$ cat src/rtl/lfn_pkg.sv
// lattice fiber neighbor package: field widths, status codes and payload structs
// no dependencies; imported by the interface users and the top level

package lfn_pkg;

   localparam int EDGE_W      = 15;
   localparam int SLOT_W      = 3;
   localparam int RECIP_SHIFT = 24;

   localparam logic STATUS_OK    = 1'b0;
   localparam logic STATUS_RANGE = 1'b1;

   typedef struct packed {
      logic [EDGE_W-1:0] edge_index;
      logic [SLOT_W-1:0] neighbor_slot;
   } req_payload_type;

   typedef struct packed {
      logic [EDGE_W-1:0] neighbor_edge;
      logic              status;
   } rsp_payload_type;

endpackage

$ cat src/rtl/lfn_stream_if.sv
// valid/ready stream interface with a typed payload
// no dependencies; the payload type is given where it is instantiated

interface lfn_stream_if #(
   parameter type payload_type = logic
);

   logic        valid;
   logic        ready;
   payload_type payload;

   modport source (output valid, output payload, input ready);
   modport sink   (input valid, input payload, output ready);

endinterface

$ cat src/rtl/lattice_fiber_neighbor_top.sv
// lattice fiber neighbor lookup, top level
// depends on lfn_pkg and lfn_stream_if

// Returns the index of one of eight neighboring fibers of a fiber in a layered
// lattice of NODES_PER_ROW x NODES_PER_COLUMN nodes, folding back at the borders.
// Indices at or beyond the fiber count give status 1 and a zero neighbor index.
// One transaction is taken per clock cycle unless a stall of the result side backs up
// to the input; a result is held at the output while the result side stalls. The divide
// by the row stride is split up: after the input register it is done as a
// reciprocal multiply, a back multiply and a one-step correction, each in a stage
// of its own, and the neighbor select then feeds the output register.

module lattice_fiber_neighbor_top
   import lfn_pkg::*;
#(
   parameter int NODES_PER_ROW    = 64,
   parameter int NODES_PER_COLUMN = 128
) (
   input logic           clock,
   input logic           reset,
   lfn_stream_if.sink    req_chan,
   lfn_stream_if.source  rsp_chan
);

   localparam int ROW_STRIDE  = 3 * NODES_PER_ROW - 1;
   localparam int XZ_SPAN     = 2 * NODES_PER_ROW - 1;
   localparam int FIBER_COUNT = 3 * NODES_PER_ROW * NODES_PER_COLUMN
                                - NODES_PER_ROW - NODES_PER_COLUMN;
   localparam int RECIP       = (1 << RECIP_SHIFT) / ROW_STRIDE;
   localparam int RC_W        = $clog2(RECIP + 1);
   localparam int QP_W        = EDGE_W + RC_W;
   localparam int P_W         = $clog2(ROW_STRIDE);
   localparam int X_W         = $clog2(NODES_PER_ROW);
   localparam int STAGES      = 5;

   typedef enum logic [1:0] {
      KIND_OUT   = 2'd0,
      KIND_RIGHT = 2'd1,
      KIND_UP    = 2'd2
   } fiber_kind_type;

   typedef enum logic [2:0] {
      FOLD_LEFT  = 3'd0,
      FOLD_RIGHT = 3'd1,
      FOLD_DOWN  = 3'd2,
      FOLD_UP    = 3'd3,
      FOLD_OUT   = 3'd4
   } fold_type;

   // pipeline control
   logic [STAGES-1:0] vld_ff;
   logic [STAGES-1:0] vld_in;
   logic [STAGES-1:0] go;

   // stage 0: input register
   logic [EDGE_W-1:0] e0_ff;
   logic [SLOT_W-1:0] s0_ff;

   // stage 1: reciprocal quotient estimate
   logic [QP_W-1:0]   quot_prod;
   logic [EDGE_W-1:0] quot1_in, quot1_ff;
   logic [EDGE_W-1:0] e1_ff;
   logic [SLOT_W-1:0] s1_ff;
   logic              err1_in, err1_ff;

   // stage 2: back multiply
   logic [EDGE_W-1:0] prod2_in, prod2_ff;
   logic [EDGE_W-1:0] quot2_ff;
   logic [EDGE_W-1:0] e2_ff;
   logic [SLOT_W-1:0] s2_ff;
   logic              err2_ff;

   // stage 3: corrected row and position
   logic [EDGE_W-1:0] rem;
   logic              over;
   logic [EDGE_W-1:0] y3_in, y3_ff;
   logic [P_W-1:0]    p3_in, p3_ff;
   logic [EDGE_W-1:0] base3_in, base3_ff;
   logic [SLOT_W-1:0] s3_ff;
   logic              err3_ff;

   // stage 4: neighbor select
   fiber_kind_type    kind;
   fiber_kind_type    tkind;
   fold_type          fold;
   logic [X_W-1:0]    x;
   logic [X_W-1:0]    xs;
   logic [X_W-1:0]    xt;
   logic              row_next;
   logic              row_add;
   logic              row_sub;
   logic [EDGE_W-1:0] col;
   logic [EDGE_W-1:0] row_term;
   logic [EDGE_W-1:0] sum;
   rsp_payload_type   rsp_in, rsp_ff;

   always_comb begin
      go[STAGES-1] = !vld_ff[STAGES-1] || rsp_chan.ready;
      for (int k = STAGES - 2; k >= 0; k--) begin
         go[k] = !vld_ff[k] || go[k+1];
      end
      vld_in[0] = go[0] ? req_chan.valid : vld_ff[0];
      for (int k = 1; k < STAGES; k++) begin
         vld_in[k] = go[k] ? vld_ff[k-1] : vld_ff[k];
      end
   end

   always_ff @(posedge clock) begin
      if (reset) begin
         vld_ff <= '0;
      end else begin
         vld_ff <= vld_in;
      end
   end

   // stage 1 logic
   always_comb begin
      quot_prod = {{RC_W{1'b0}}, e0_ff} * {{EDGE_W{1'b0}}, RC_W'(RECIP)};
      quot1_in  = EDGE_W'(quot_prod >> RECIP_SHIFT);
      err1_in   = 32'(e0_ff) >= 32'(FIBER_COUNT);
   end

   // stage 2 logic
   always_comb begin
      prod2_in = EDGE_W'(quot1_ff * EDGE_W'(ROW_STRIDE));
   end

   // stage 3 logic
   always_comb begin
      rem      = e2_ff - prod2_ff;
      over     = rem >= EDGE_W'(ROW_STRIDE);
      y3_in    = over ? quot2_ff + EDGE_W'(1) : quot2_ff;
      p3_in    = over ? P_W'(rem - EDGE_W'(ROW_STRIDE)) : P_W'(rem);
      base3_in = over ? prod2_ff + EDGE_W'(ROW_STRIDE) : prod2_ff;
   end

   // stage 4 logic
   always_comb begin
      kind     = KIND_OUT;
      x        = X_W'(p3_ff >> 1);
      xs       = x;
      row_next = 1'b0;
      fold     = FOLD_OUT;
      tkind    = KIND_OUT;
      xt       = xs;
      row_add  = 1'b0;
      row_sub  = 1'b0;

      if (p3_ff >= P_W'(XZ_SPAN)) begin
         kind = KIND_UP;
         x    = X_W'(p3_ff - P_W'(XZ_SPAN));
      end else if (p3_ff[0]) begin
         kind = KIND_RIGHT;
      end

      case (kind)
         KIND_UP: begin
            xs       = x;
            row_next = s3_ff[2];
            case (s3_ff[1:0])
               2'd0:    fold = FOLD_LEFT;
               2'd3:    fold = FOLD_RIGHT;
               default: fold = FOLD_OUT;
            endcase
         end
         KIND_RIGHT: begin
            xs = s3_ff[2] ? x + X_W'(1) : x;
            case (s3_ff[1:0])
               2'd0:    fold = FOLD_DOWN;
               2'd3:    fold = FOLD_UP;
               default: fold = FOLD_OUT;
            endcase
         end
         default: begin
            xs = x;
            case (s3_ff[2:1])
               2'd0:    fold = FOLD_LEFT;
               2'd1:    fold = FOLD_RIGHT;
               2'd2:    fold = FOLD_DOWN;
               default: fold = FOLD_UP;
            endcase
         end
      endcase

      case (fold)
         FOLD_LEFT: begin
            tkind   = KIND_RIGHT;
            xt      = (xs != '0) ? xs - X_W'(1) : xs;
            row_add = row_next;
         end
         FOLD_RIGHT: begin
            tkind   = KIND_RIGHT;
            xt      = (xs != X_W'(NODES_PER_ROW - 1)) ? xs : xs - X_W'(1);
            row_add = row_next;
         end
         FOLD_DOWN: begin
            tkind   = KIND_UP;
            xt      = xs;
            row_sub = (y3_ff != '0);
         end
         FOLD_UP: begin
            tkind   = KIND_UP;
            xt      = xs;
            row_sub = (y3_ff == EDGE_W'(NODES_PER_COLUMN - 1));
         end
         default: begin
            tkind   = KIND_OUT;
            xt      = xs;
            row_add = row_next;
         end
      endcase

      case (tkind)
         KIND_UP:    col = EDGE_W'(XZ_SPAN) + EDGE_W'(xt);
         KIND_RIGHT: col = EDGE_W'({xt, 1'b1});
         default:    col = EDGE_W'({xt, 1'b0});
      endcase

      if (row_add) begin
         row_term = EDGE_W'(ROW_STRIDE);
      end else if (row_sub) begin
         row_term = EDGE_W'(0) - EDGE_W'(ROW_STRIDE);
      end else begin
         row_term = '0;
      end

      sum = base3_ff + col + row_term;

      rsp_in.neighbor_edge = err3_ff ? '0 : sum;
      rsp_in.status        = err3_ff ? STATUS_RANGE : STATUS_OK;
   end

   // payload registers
   always_ff @(posedge clock) begin
      if (go[0]) begin
         e0_ff <= req_chan.payload.edge_index;
         s0_ff <= req_chan.payload.neighbor_slot;
      end
      if (go[1]) begin
         quot1_ff <= quot1_in;
         e1_ff    <= e0_ff;
         s1_ff    <= s0_ff;
         err1_ff  <= err1_in;
      end
      if (go[2]) begin
         prod2_ff <= prod2_in;
         quot2_ff <= quot1_ff;
         e2_ff    <= e1_ff;
         s2_ff    <= s1_ff;
         err2_ff  <= err1_ff;
      end
      if (go[3]) begin
         y3_ff    <= y3_in;
         p3_ff    <= p3_in;
         base3_ff <= base3_in;
         s3_ff    <= s2_ff;
         err3_ff  <= err2_ff;
      end
      if (go[4]) begin
         rsp_ff <= rsp_in;
      end
   end

   assign req_chan.ready   = go[0];
   assign rsp_chan.valid   = vld_ff[STAGES-1];
   assign rsp_chan.payload = rsp_ff;

   // an empty output register never holds back a request
   assert property (@(posedge clock) disable iff (reset)
      !rsp_chan.valid |-> req_chan.ready)
      else $error("request stalled with empty output register");

   // corrected position always lies inside one row
   assert property (@(posedge clock) disable iff (reset)
      vld_ff[3] |-> (32'(p3_ff) < 32'(ROW_STRIDE)))
      else $error("row position out of range after correction");

   // out of range transactions carry a zero neighbor index
   assert property (@(posedge clock) disable iff (reset)
      (rsp_chan.valid && rsp_chan.payload.status == STATUS_RANGE)
         |-> (rsp_chan.payload.neighbor_edge == '0))
      else $error("nonzero neighbor index on range error");

endmodule

$ cat src/flat_wrapper.sv
// flat-port wrapper written by rule: the top's interface ports become plain ports
module lattice_fiber_neighbor_top_flat import lfn_pkg::*;
#(
   parameter int NODES_PER_ROW    = 64,
   parameter int NODES_PER_COLUMN = 128
)
  (clock, reset, req_chan_valid, req_chan_payload, req_chan_ready, rsp_chan_valid, rsp_chan_payload, rsp_chan_ready);
  lfn_stream_if #(.payload_type(req_payload_type)) req_chan_i ();
  lfn_stream_if #(.payload_type(rsp_payload_type)) rsp_chan_i ();
  input logic clock;
  input logic reset;
  input wire logic [$bits(req_chan_i.valid)-1:0] req_chan_valid;
  input wire logic [$bits(req_chan_i.payload)-1:0] req_chan_payload;
  output wire logic [$bits(req_chan_i.ready)-1:0] req_chan_ready;
  output wire logic [$bits(rsp_chan_i.valid)-1:0] rsp_chan_valid;
  output wire logic [$bits(rsp_chan_i.payload)-1:0] rsp_chan_payload;
  input wire logic [$bits(rsp_chan_i.ready)-1:0] rsp_chan_ready;
  assign req_chan_i.valid = req_chan_valid;
  assign req_chan_i.payload = req_chan_payload;
  assign req_chan_ready = req_chan_i.ready;
  assign rsp_chan_valid = rsp_chan_i.valid;
  assign rsp_chan_payload = rsp_chan_i.payload;
  assign rsp_chan_i.ready = rsp_chan_ready;
  lattice_fiber_neighbor_top #(.NODES_PER_ROW(NODES_PER_ROW), .NODES_PER_COLUMN(NODES_PER_COLUMN)) u_core (.clock(clock), .reset(reset), .req_chan(req_chan_i), .rsp_chan(rsp_chan_i));
endmodule
$ cat config.mk
export PLATFORM = sky130hd
export DESIGN_NAME = lattice_fiber_neighbor_top_flat
export DESIGN_NICKNAME = d
export VERILOG_FILES = /design/src/rtl/lfn_pkg.sv /design/src/rtl/lfn_stream_if.sv /design/src/rtl/lattice_fiber_neighbor_top.sv /design/src/flat_wrapper.sv
export SDC_FILE = /design/constraint.sdc
export NUM_CORES = 1
export LEC_CHECK = 0
export BUFFER_PORTS_ARGS = -buffer_cell sky130_fd_sc_hd__buf_4
export CELL_PAD_IN_SITES_DETAIL_PLACEMENT = 2
export CELL_PAD_IN_SITES_GLOBAL_PLACEMENT = 2
export CORE_ASPECT_RATIO = 0.75
export CORE_MARGIN = 4
export CORE_UTILIZATION = 41
export CTS_BUF_LIST = sky130_fd_sc_hd__clkbuf_4
export DETAILED_ROUTE_END_ITERATION = 16
export GPL_ROUTABILITY_DRIVEN = 1
export PLACE_DENSITY = 0.84
export SYNTH_ARGS = -nofsm -noshare
export SYNTH_HDL_FRONTEND = slang
export SYNTH_SLANG_ARGS = --single-unit
$ cat constraint.sdc
create_clock -name clock -period 6.45 [get_ports clock]
set_input_delay 1.6125 -clock clock [delete_from_list [all_inputs] [get_ports clock]]
set_output_delay 1.6125 -clock clock [all_outputs]
set_load 0.05 [all_outputs]
### Word-level counts from Yosys, hierarchy flattened

Cells that the tools add are included.

* logic and storage cells: 91
* bits in registers: 144
* output and inout bits: 18
* input bits: 22

* reductions and logical operators: 17
* $lt $le $gt $ge: 3
* $mul: 2
* equality and inequality tests: 12
* muxes and demuxes: 23
* add/subtract/negate cells: 10

Operator list (number)
* 15-bit 2-to-1 mux: 3
* 15-bit by 16-bit multiplier with 31-bit output (second input constant): 1
* 15-bit adder: 2
* 6-bit 2-to-1 mux: 5
* 15-bit case mux with 2 select lines: 1
* 3-bit case mux with 2 select lines: 3
* 8-bit 2-to-1 mux: 2
* 15-bit by 8-bit adder with 15-bit output (second input constant): 1
* 15-bit greater-or-equal comparator (second input constant): 1
* 15-bit by 8-bit greater-or-equal comparator with 1-bit output (second input constant): 1
* 8-bit by 8-bit multiplier with 15-bit output (second input constant): 1
* 15-bit nonzero test: 1
* 15-bit subtractor: 1
* 6-bit case mux with 2 select lines: 1
* 8-bit by 1-bit adder with 9-bit output (second input constant): 1
* 9-bit by 7-bit == test with 1-bit output (second input constant): 1
* 7-bit by 6-bit adder with 8-bit output (first input constant): 1
* 2-bit == test (second input constant): 4
* 8-bit by 7-bit greater-or-equal comparator with 1-bit output (second input constant): 1
* 8-bit subtractor (second input constant): 1
* 6-bit by 1-bit adder with 6-bit output (second input constant): 1
* 2-bit by 1-bit == test with 1-bit output (second input constant): 3
* 3-bit by 2-bit == test with 1-bit output (second input constant): 2
* 6-bit inequality test (second input constant): 1
* 14 further kinds: 27

### Depth between registers and ports, before layout

* word-level depth: 12
* gate-level depth with buffers: 28
* mapped depth without buffers: 28

### Least setup slack after synthesis

No wires, ideal clock.

* kind: reg-to-reg
* from: reg u_core.p3_ff[0]
* to: reg u_core.rsp_ff, in the netlist u_core.rsp_chan.payload[14], data pin
* cell stages (with the launch flop): 28
* setup slack: 0.200 ns
* data required time: 6.194 ns
* library setup time: 0.256 ns
* arrival: 5.994 ns
* clock period less this slack: 6.250 ns
* cells stage by stage: edfxtp_1 -> ha_1 -> and2_1 -> a21o_1 -> nor2_1 -> a21oi_1 -> ha_1 -> mux2_1 -> mux2_2 -> inv_1 -> ha_1 -> a41oi_2 -> nor2_1 -> mux2i_1 -> ha_1 -> o22a_1 -> fa_1 -> inv_1 -> ha_1 -> fa_1 -> a21o_1 -> a21oi_1 -> o21bai_1 -> a21oi_1 -> o21bai_1 -> a211oi_1 -> o21ai_0 -> a31o_2

* word-level cells in the longest chain between the ends: 12
* elaborated cells between the ends (all ways): 35
* those cells by class: add/sub (6); order compare (1); eq/ne (8); mux (16); reduce/logical (4)

RTL lines
* start: declaration: line lattice_fiber_neighbor_top.sv:77 `logic [P_W-1:0] p3_in, p3_ff;`
* start signal: assignment: line lattice_fiber_neighbor_top.sv:254 `p3_ff <= p3_in;`
* 8-bit by 7-bit greater-or-equal comparator with 1-bit output or 6-bit subtractor (tied branches): line lattice_fiber_neighbor_top.sv:149, lattice_fiber_neighbor_top.sv:151
* 6-bit 2-to-1 mux: line lattice_fiber_neighbor_top.sv:149 `if (p3_ff >= P_W'(XZ_SPAN)) begin`
* 6-bit by 1-bit adder with 6-bit output: line lattice_fiber_neighbor_top.sv:167 `xs = s3_ff[2] ? x + X_W'(1) : x;`
* 6-bit 2-to-1 mux: line lattice_fiber_neighbor_top.sv:167
* 6-bit 2-to-1 mux: line lattice_fiber_neighbor_top.sv:156 `case (kind)`
* 6-bit by 1-bit subtractor with 6-bit output (tied with other cells): line lattice_fiber_neighbor_top.sv:188, lattice_fiber_neighbor_top.sv:193
* 6-bit 2-to-1 mux, on equally long branches: line lattice_fiber_neighbor_top.sv:193, lattice_fiber_neighbor_top.sv:188
* 6-bit case mux with 2 select lines: line lattice_fiber_neighbor_top.sv:185 `case (fold)`
* 7-bit by 6-bit adder with 8-bit output: line lattice_fiber_neighbor_top.sv:214 `KIND_UP: col = EDGE_W'(XZ_SPAN) + EDGE_W'(xt);`
* 15-bit case mux with 2 select lines: line lattice_fiber_neighbor_top.sv:213 `case (tkind)`
* 15-bit adder: line lattice_fiber_neighbor_top.sv:227 `sum = base3_ff + col + row_term;`
* 15-bit adder (*): line lattice_fiber_neighbor_top.sv:227
* end signal: assignment: line lattice_fiber_neighbor_top.sv:260 `rsp_ff <= rsp_in;`
* end: declaration: line lattice_fiber_neighbor_top.sv:95 `rsp_payload_type rsp_in, rsp_ff;`

Every way passes the cells marked *; elsewhere a longest branch is shown, timed or not.
A chain may end at the register's enable or synchronous reset.

### Worst setup path after layout

* from: reg u_core.p3_ff[0]
* to: reg u_core.rsp_ff, in the netlist u_core.rsp_chan.payload[15], data pin

The elaborated chain is that of the path after synthesis.

==> results by stage <==
Outcome:
- The run finished, with violations left.
- The checks that failed: negative setup slack.

Logic synthesis:
- The cell type with the highest aggregate area in the netlist is sky130_fd_sc_hd__edfxtp_1.
- Counting every instance in the synthesized netlist gives between 1000 and 1500.
- For this run, the register share of the synthesized area comes to 0.320.
- The number of nets in the synthesized netlist is ~1500.
- The number of flops mapped to enable cells by yosys is ~140.
- For this run, the number of Yosys warnings is 0.
- The number of register bits inferred by synthesis is approximately 140.
- The number of different library cells used by synthesis comes to 81.
- For this run, asynchronously set or reset flops after synthesis account for 0.
- In the post-synthesis netlist, the biggest area contributors are sky130_fd_sc_hd__edfxtp_1, sky130_fd_sc_hd__ha_1, sky130_fd_sc_hd__fa_1.
- The most used flip-flop cell after synthesis is sky130_fd_sc_hd__edfxtp_1.
- The share of synthesized area in the top cell type comes to 0.312.
- The summed instance area of the synthesized netlist is 13200 um2.
- The post-synthesis average cell area is between 10 and 15 um2.

Floorplanning:
- For this configuration, the core starts out at a cell density of 0.419.
- The horizontal die dimension is 215 um.
- From bottom edge to top edge, the die measures approximately 160 um.
- The number of standard-cell rows in the floorplan is 56.
- The overall die area is roughly 35000 um2.
- After floorplanning, the core was sized to cover between 30000 and 40000 um2.
- The number of I/O pins is 40.

Clocking:
- CTS placed an instance of sky130_fd_sc_hd__clkbuf_4 at the clock tree root.
- The clock-pin transition on the worst setup and hold timing paths is approximately 0.2 ns.
- The total number of H-tree levels is 4.
- The clock reaches the later pin of the worst-skew pair after 0.66 ns.
- The longest clock path from root to sink contains 2 buffers.
- The clock buffer count from CTS is 17.
- The CTS tree is built.
- The cts-stage hold buffer count is 0.
- CTS saw roughly 140 sinks.

STA:
- The clock arrives with 0.0575 ns of skew.
- The post-layout minimum cycle time is 6.70 ns.
- Setup violations remaining at the end of the flow were counted as 6.
- Derived from the worst setup path, the maximum achievable clock frequency is ~150 MHz.
- For the pin with the worst max-slew slack, the measured transition is 0.992 ns.
- The final number of max-transition violations is 0.
- After layout, the worst setup slack is -0.249 ns.
- The final hold violation count came to 0.
- The worst pin sits at a relative slew slack of 0.334.
- Of the available clock period, the critical path in the final layout requires 1.04.

Critical path:
- The worst setup path is launched from a flop.
- Data on the critical path arrives at its endpoint at between 7 and 8 ns.
- Data on the critical path is required at its endpoint by around 6.8 ns.
- The type of the worst setup path is flop to flop.
- Along the worst path, the maximum fanout reaches 4.
- The worst setup path is captured at a flop.

Global route:
- The number of global-route vias before repair is 10858.
- The total overflow left after global routing is 0.
- The maximum number of pins on one net before global-route repair is 42.
- In the global route stage, overall resource usage came out at 0.243.
- The initial antenna violation count is 1.
- The global-route wire length before repair is 64800 um.

Layout:
- The synthesis-to-layout area growth is 13.4%.
- Measured on the finished design, the core utilization comes to 0.475.
- In the final layout, the share of cells above drive strength 1 is 0.145.
- Registers take approximately 4200 um2.
- The multi-input combinational cells in the finished layout cover a total of roughly 8400 um2.
- The count of nets after finishing is approximately 1600.
- Counting the fill cells in the layout gives between 3000 and 4000.
- In the layout the commonest cells are sky130_fd_sc_hd__inv_1, sky130_fd_sc_hd__ha_1, sky130_fd_sc_hd__edfxtp_1.

Placement:
- The half-perimeter wire length of the detailed placement result is between 30000 and 40000 um.
- The weighted congestion reported at the end of routability-driven placement is a little under 0.9.
- OpenSTA, run right after detailed placement, puts the worst setup slack at -0.274 ns.
- Input and output buffers added on the ports amount to 39.

Routing:
- The final routed DRC violation total is 0.
- The remaining antenna violation count after routing is 0.
- The final routed wirelength across all metal layers is roughly 46000 um.
- The detailed router's first-iteration violation count is between 700 and 800.
- Before antenna repair, the detailed router went through 5 iterations.
- The mean number of vias per cell is 5.73.
- The detail-routed net length per standard cell is around 27 um.
- Summing over every cut layer, the via total after detailed routing is about 9600.

Hold path:
- The path class of the tightest hold or removal check is flop to flop.

Flow run:
- The tool flagged a number of max-cap violations equal to 0.
## synth_stat cells, types with 5 or more instances
library cell	instances
sky130_fd_sc_hd__xnor2_1	52
sky130_fd_sc_hd__and2_1	7
sky130_fd_sc_hd__nor4_1	6
sky130_fd_sc_hd__dfxtp_1	5
sky130_fd_sc_hd__a211oi_1	8
sky130_fd_sc_hd__o21bai_1	7
sky130_fd_sc_hd__o21ai_0	23
sky130_fd_sc_hd__nand2b_1	7
sky130_fd_sc_hd__nand2_1	40
sky130_fd_sc_hd__or3_1	6
sky130_fd_sc_hd__fa_1	118
sky130_fd_sc_hd__inv_1	209
sky130_fd_sc_hd__nand3_1	15
sky130_fd_sc_hd__clkbuf_1	5
sky130_fd_sc_hd__a21o_1	12
sky130_fd_sc_hd__and3_1	8
sky130_fd_sc_hd__ha_1	214
sky130_fd_sc_hd__nor3_1	19
sky130_fd_sc_hd__o21a_1	13
sky130_fd_sc_hd__mux2i_1	7
sky130_fd_sc_hd__nand4_1	22
sky130_fd_sc_hd__nor2_1	65
sky130_fd_sc_hd__edfxtp_1	137
sky130_fd_sc_hd__xor2_1	16
sky130_fd_sc_hd__a21oi_1	33
sky130_fd_sc_hd__nor2b_1	13
## final timing paths
check | to | startpoint | slack, ns | cells past startpoint
min | u_core.e2_ff[10] | u_core.e1_ff[10] | 0.41 | 0
max | u_core.rsp_chan.payload[15] | u_core.p3_ff[0] | -0.25 | 25
min reg2reg | u_core.e2_ff[10] | u_core.e1_ff[10] | 0.41 | 0
max reg2reg | u_core.rsp_chan.payload[15] | u_core.p3_ff[0] | -0.25 | 25
## stage by stage
stage / instance area [um2] / instances / hold WS (ns) / setup TNS [ns]
2_1_floorplan: 13200 / 1161 / 0.400 / 0
3_3_place_gp: 14100 / 1625 / 0.401 / 0
3_5_place_dp: 14100 / 1625 / 0.406 / -1.40
4_1_cts: 14600 / 1669 / 0.416 / 0
5_1_grt: 14900 / 1682 / 0.419 / -2.80
6_report: 14900 / 1683 / 0.409 / -0.765
## kinds of logic (layout without fill, tap and decap cells)
kind of cell	count (synthesis)	count (layout)	share of synthesized area
AOI/OAI and AO/OA	152	152	0.0851
and+or+nand+nor	230	230	0.0897
adders and majority gates	332	332	0.383
xor gates and xnor gates	68	68	0.0452
DFF	142	142	0.320
buffers and inverters	223	337	0.0658
muxes	14	14	0.0116
other	0	2	0
## state kept, by name, summed over array words and instances (netlist names), 5 cells and up
signal / cells
u_core.quot2_ff: 7
u_core.quot1_ff: 8
u_core.prod2_ff: 15
u_core.y3_ff: 8
u_core.base3_ff: 15
u_core.e2_ff: 15
u_core.e1_ff: 15
u_core.rsp_chan.payload: 16
u_core.e0_ff: 15
u_core.vld_ff: 5
u_core.p3_ff: 8
## worst max-delay path, stage by stage, from the launching register on
cell and delay, ns:
sky130_fd_sc_hd__edfxtp_1 0.51, sky130_fd_sc_hd__ha_1 0.25, sky130_fd_sc_hd__and2_2 0.24, sky130_fd_sc_hd__a21o_1 0.21
sky130_fd_sc_hd__nor2_1 0.11, sky130_fd_sc_hd__a21oi_1 0.07, sky130_fd_sc_hd__ha_1 0.23, sky130_fd_sc_hd__and3_1 0.22
sky130_fd_sc_hd__o41ai_4 0.42, sky130_fd_sc_hd__nand4_1 0.32, sky130_fd_sc_hd__or4_4 0.60, sky130_fd_sc_hd__a32oi_4 0.34
sky130_fd_sc_hd__xnor2_1 0.13, sky130_fd_sc_hd__a21oi_1 0.25, sky130_fd_sc_hd__fa_1 0.47, sky130_fd_sc_hd__inv_1 0.14
sky130_fd_sc_hd__ha_1 0.25, sky130_fd_sc_hd__a21o_1 0.19, sky130_fd_sc_hd__a21oi_2 0.18, sky130_fd_sc_hd__nor2b_1 0.08
sky130_fd_sc_hd__o21a_1 0.21, sky130_fd_sc_hd__o311a_1 0.41, sky130_fd_sc_hd__o31ai_4 0.26, sky130_fd_sc_hd__o21ai_2 0.11
sky130_fd_sc_hd__xnor2_1 0.17, sky130_fd_sc_hd__nor2_1 0.06
## layout make-up
type | instances | area share
Multi-Input combinational cell | 796 | 0.562
Sequential cell | 142 | 0.282
Inverter | 210 | 0.0531
Timing Repair Buffer | 95 | 0.0483
Tap cell | 406 | 0.0340
Clock inverter | 15 | 0.0116
Clock buffer | 17 | 0.00855
Antenna cell | 2 | 0.000335
## metal layers
| metal | share of wire | GRT usage | vias to the layer above |
|---|---|---|---|
| met5 | 0 | 0 | - |
| met4 | 0.032 | 0.0630 | 0 |
| met3 | 0.050 | 0.0565 | 99 |
| met2 | 0.51 | 0.435 | 335 |
| met1 | 0.41 | 0.299 | 4982 |
| li1 | - | - | 4223 |
## timing repair
item,4_1_cts,5_1_grt
pin swaps,12,20
buffers inserted,12,12
resized for setup,19,36
setup endpoints to repair,12,13
Power is left out: the tool's default activity adds up to more than one toggle a clock period on the data nets, which glitch-free logic cannot reach.
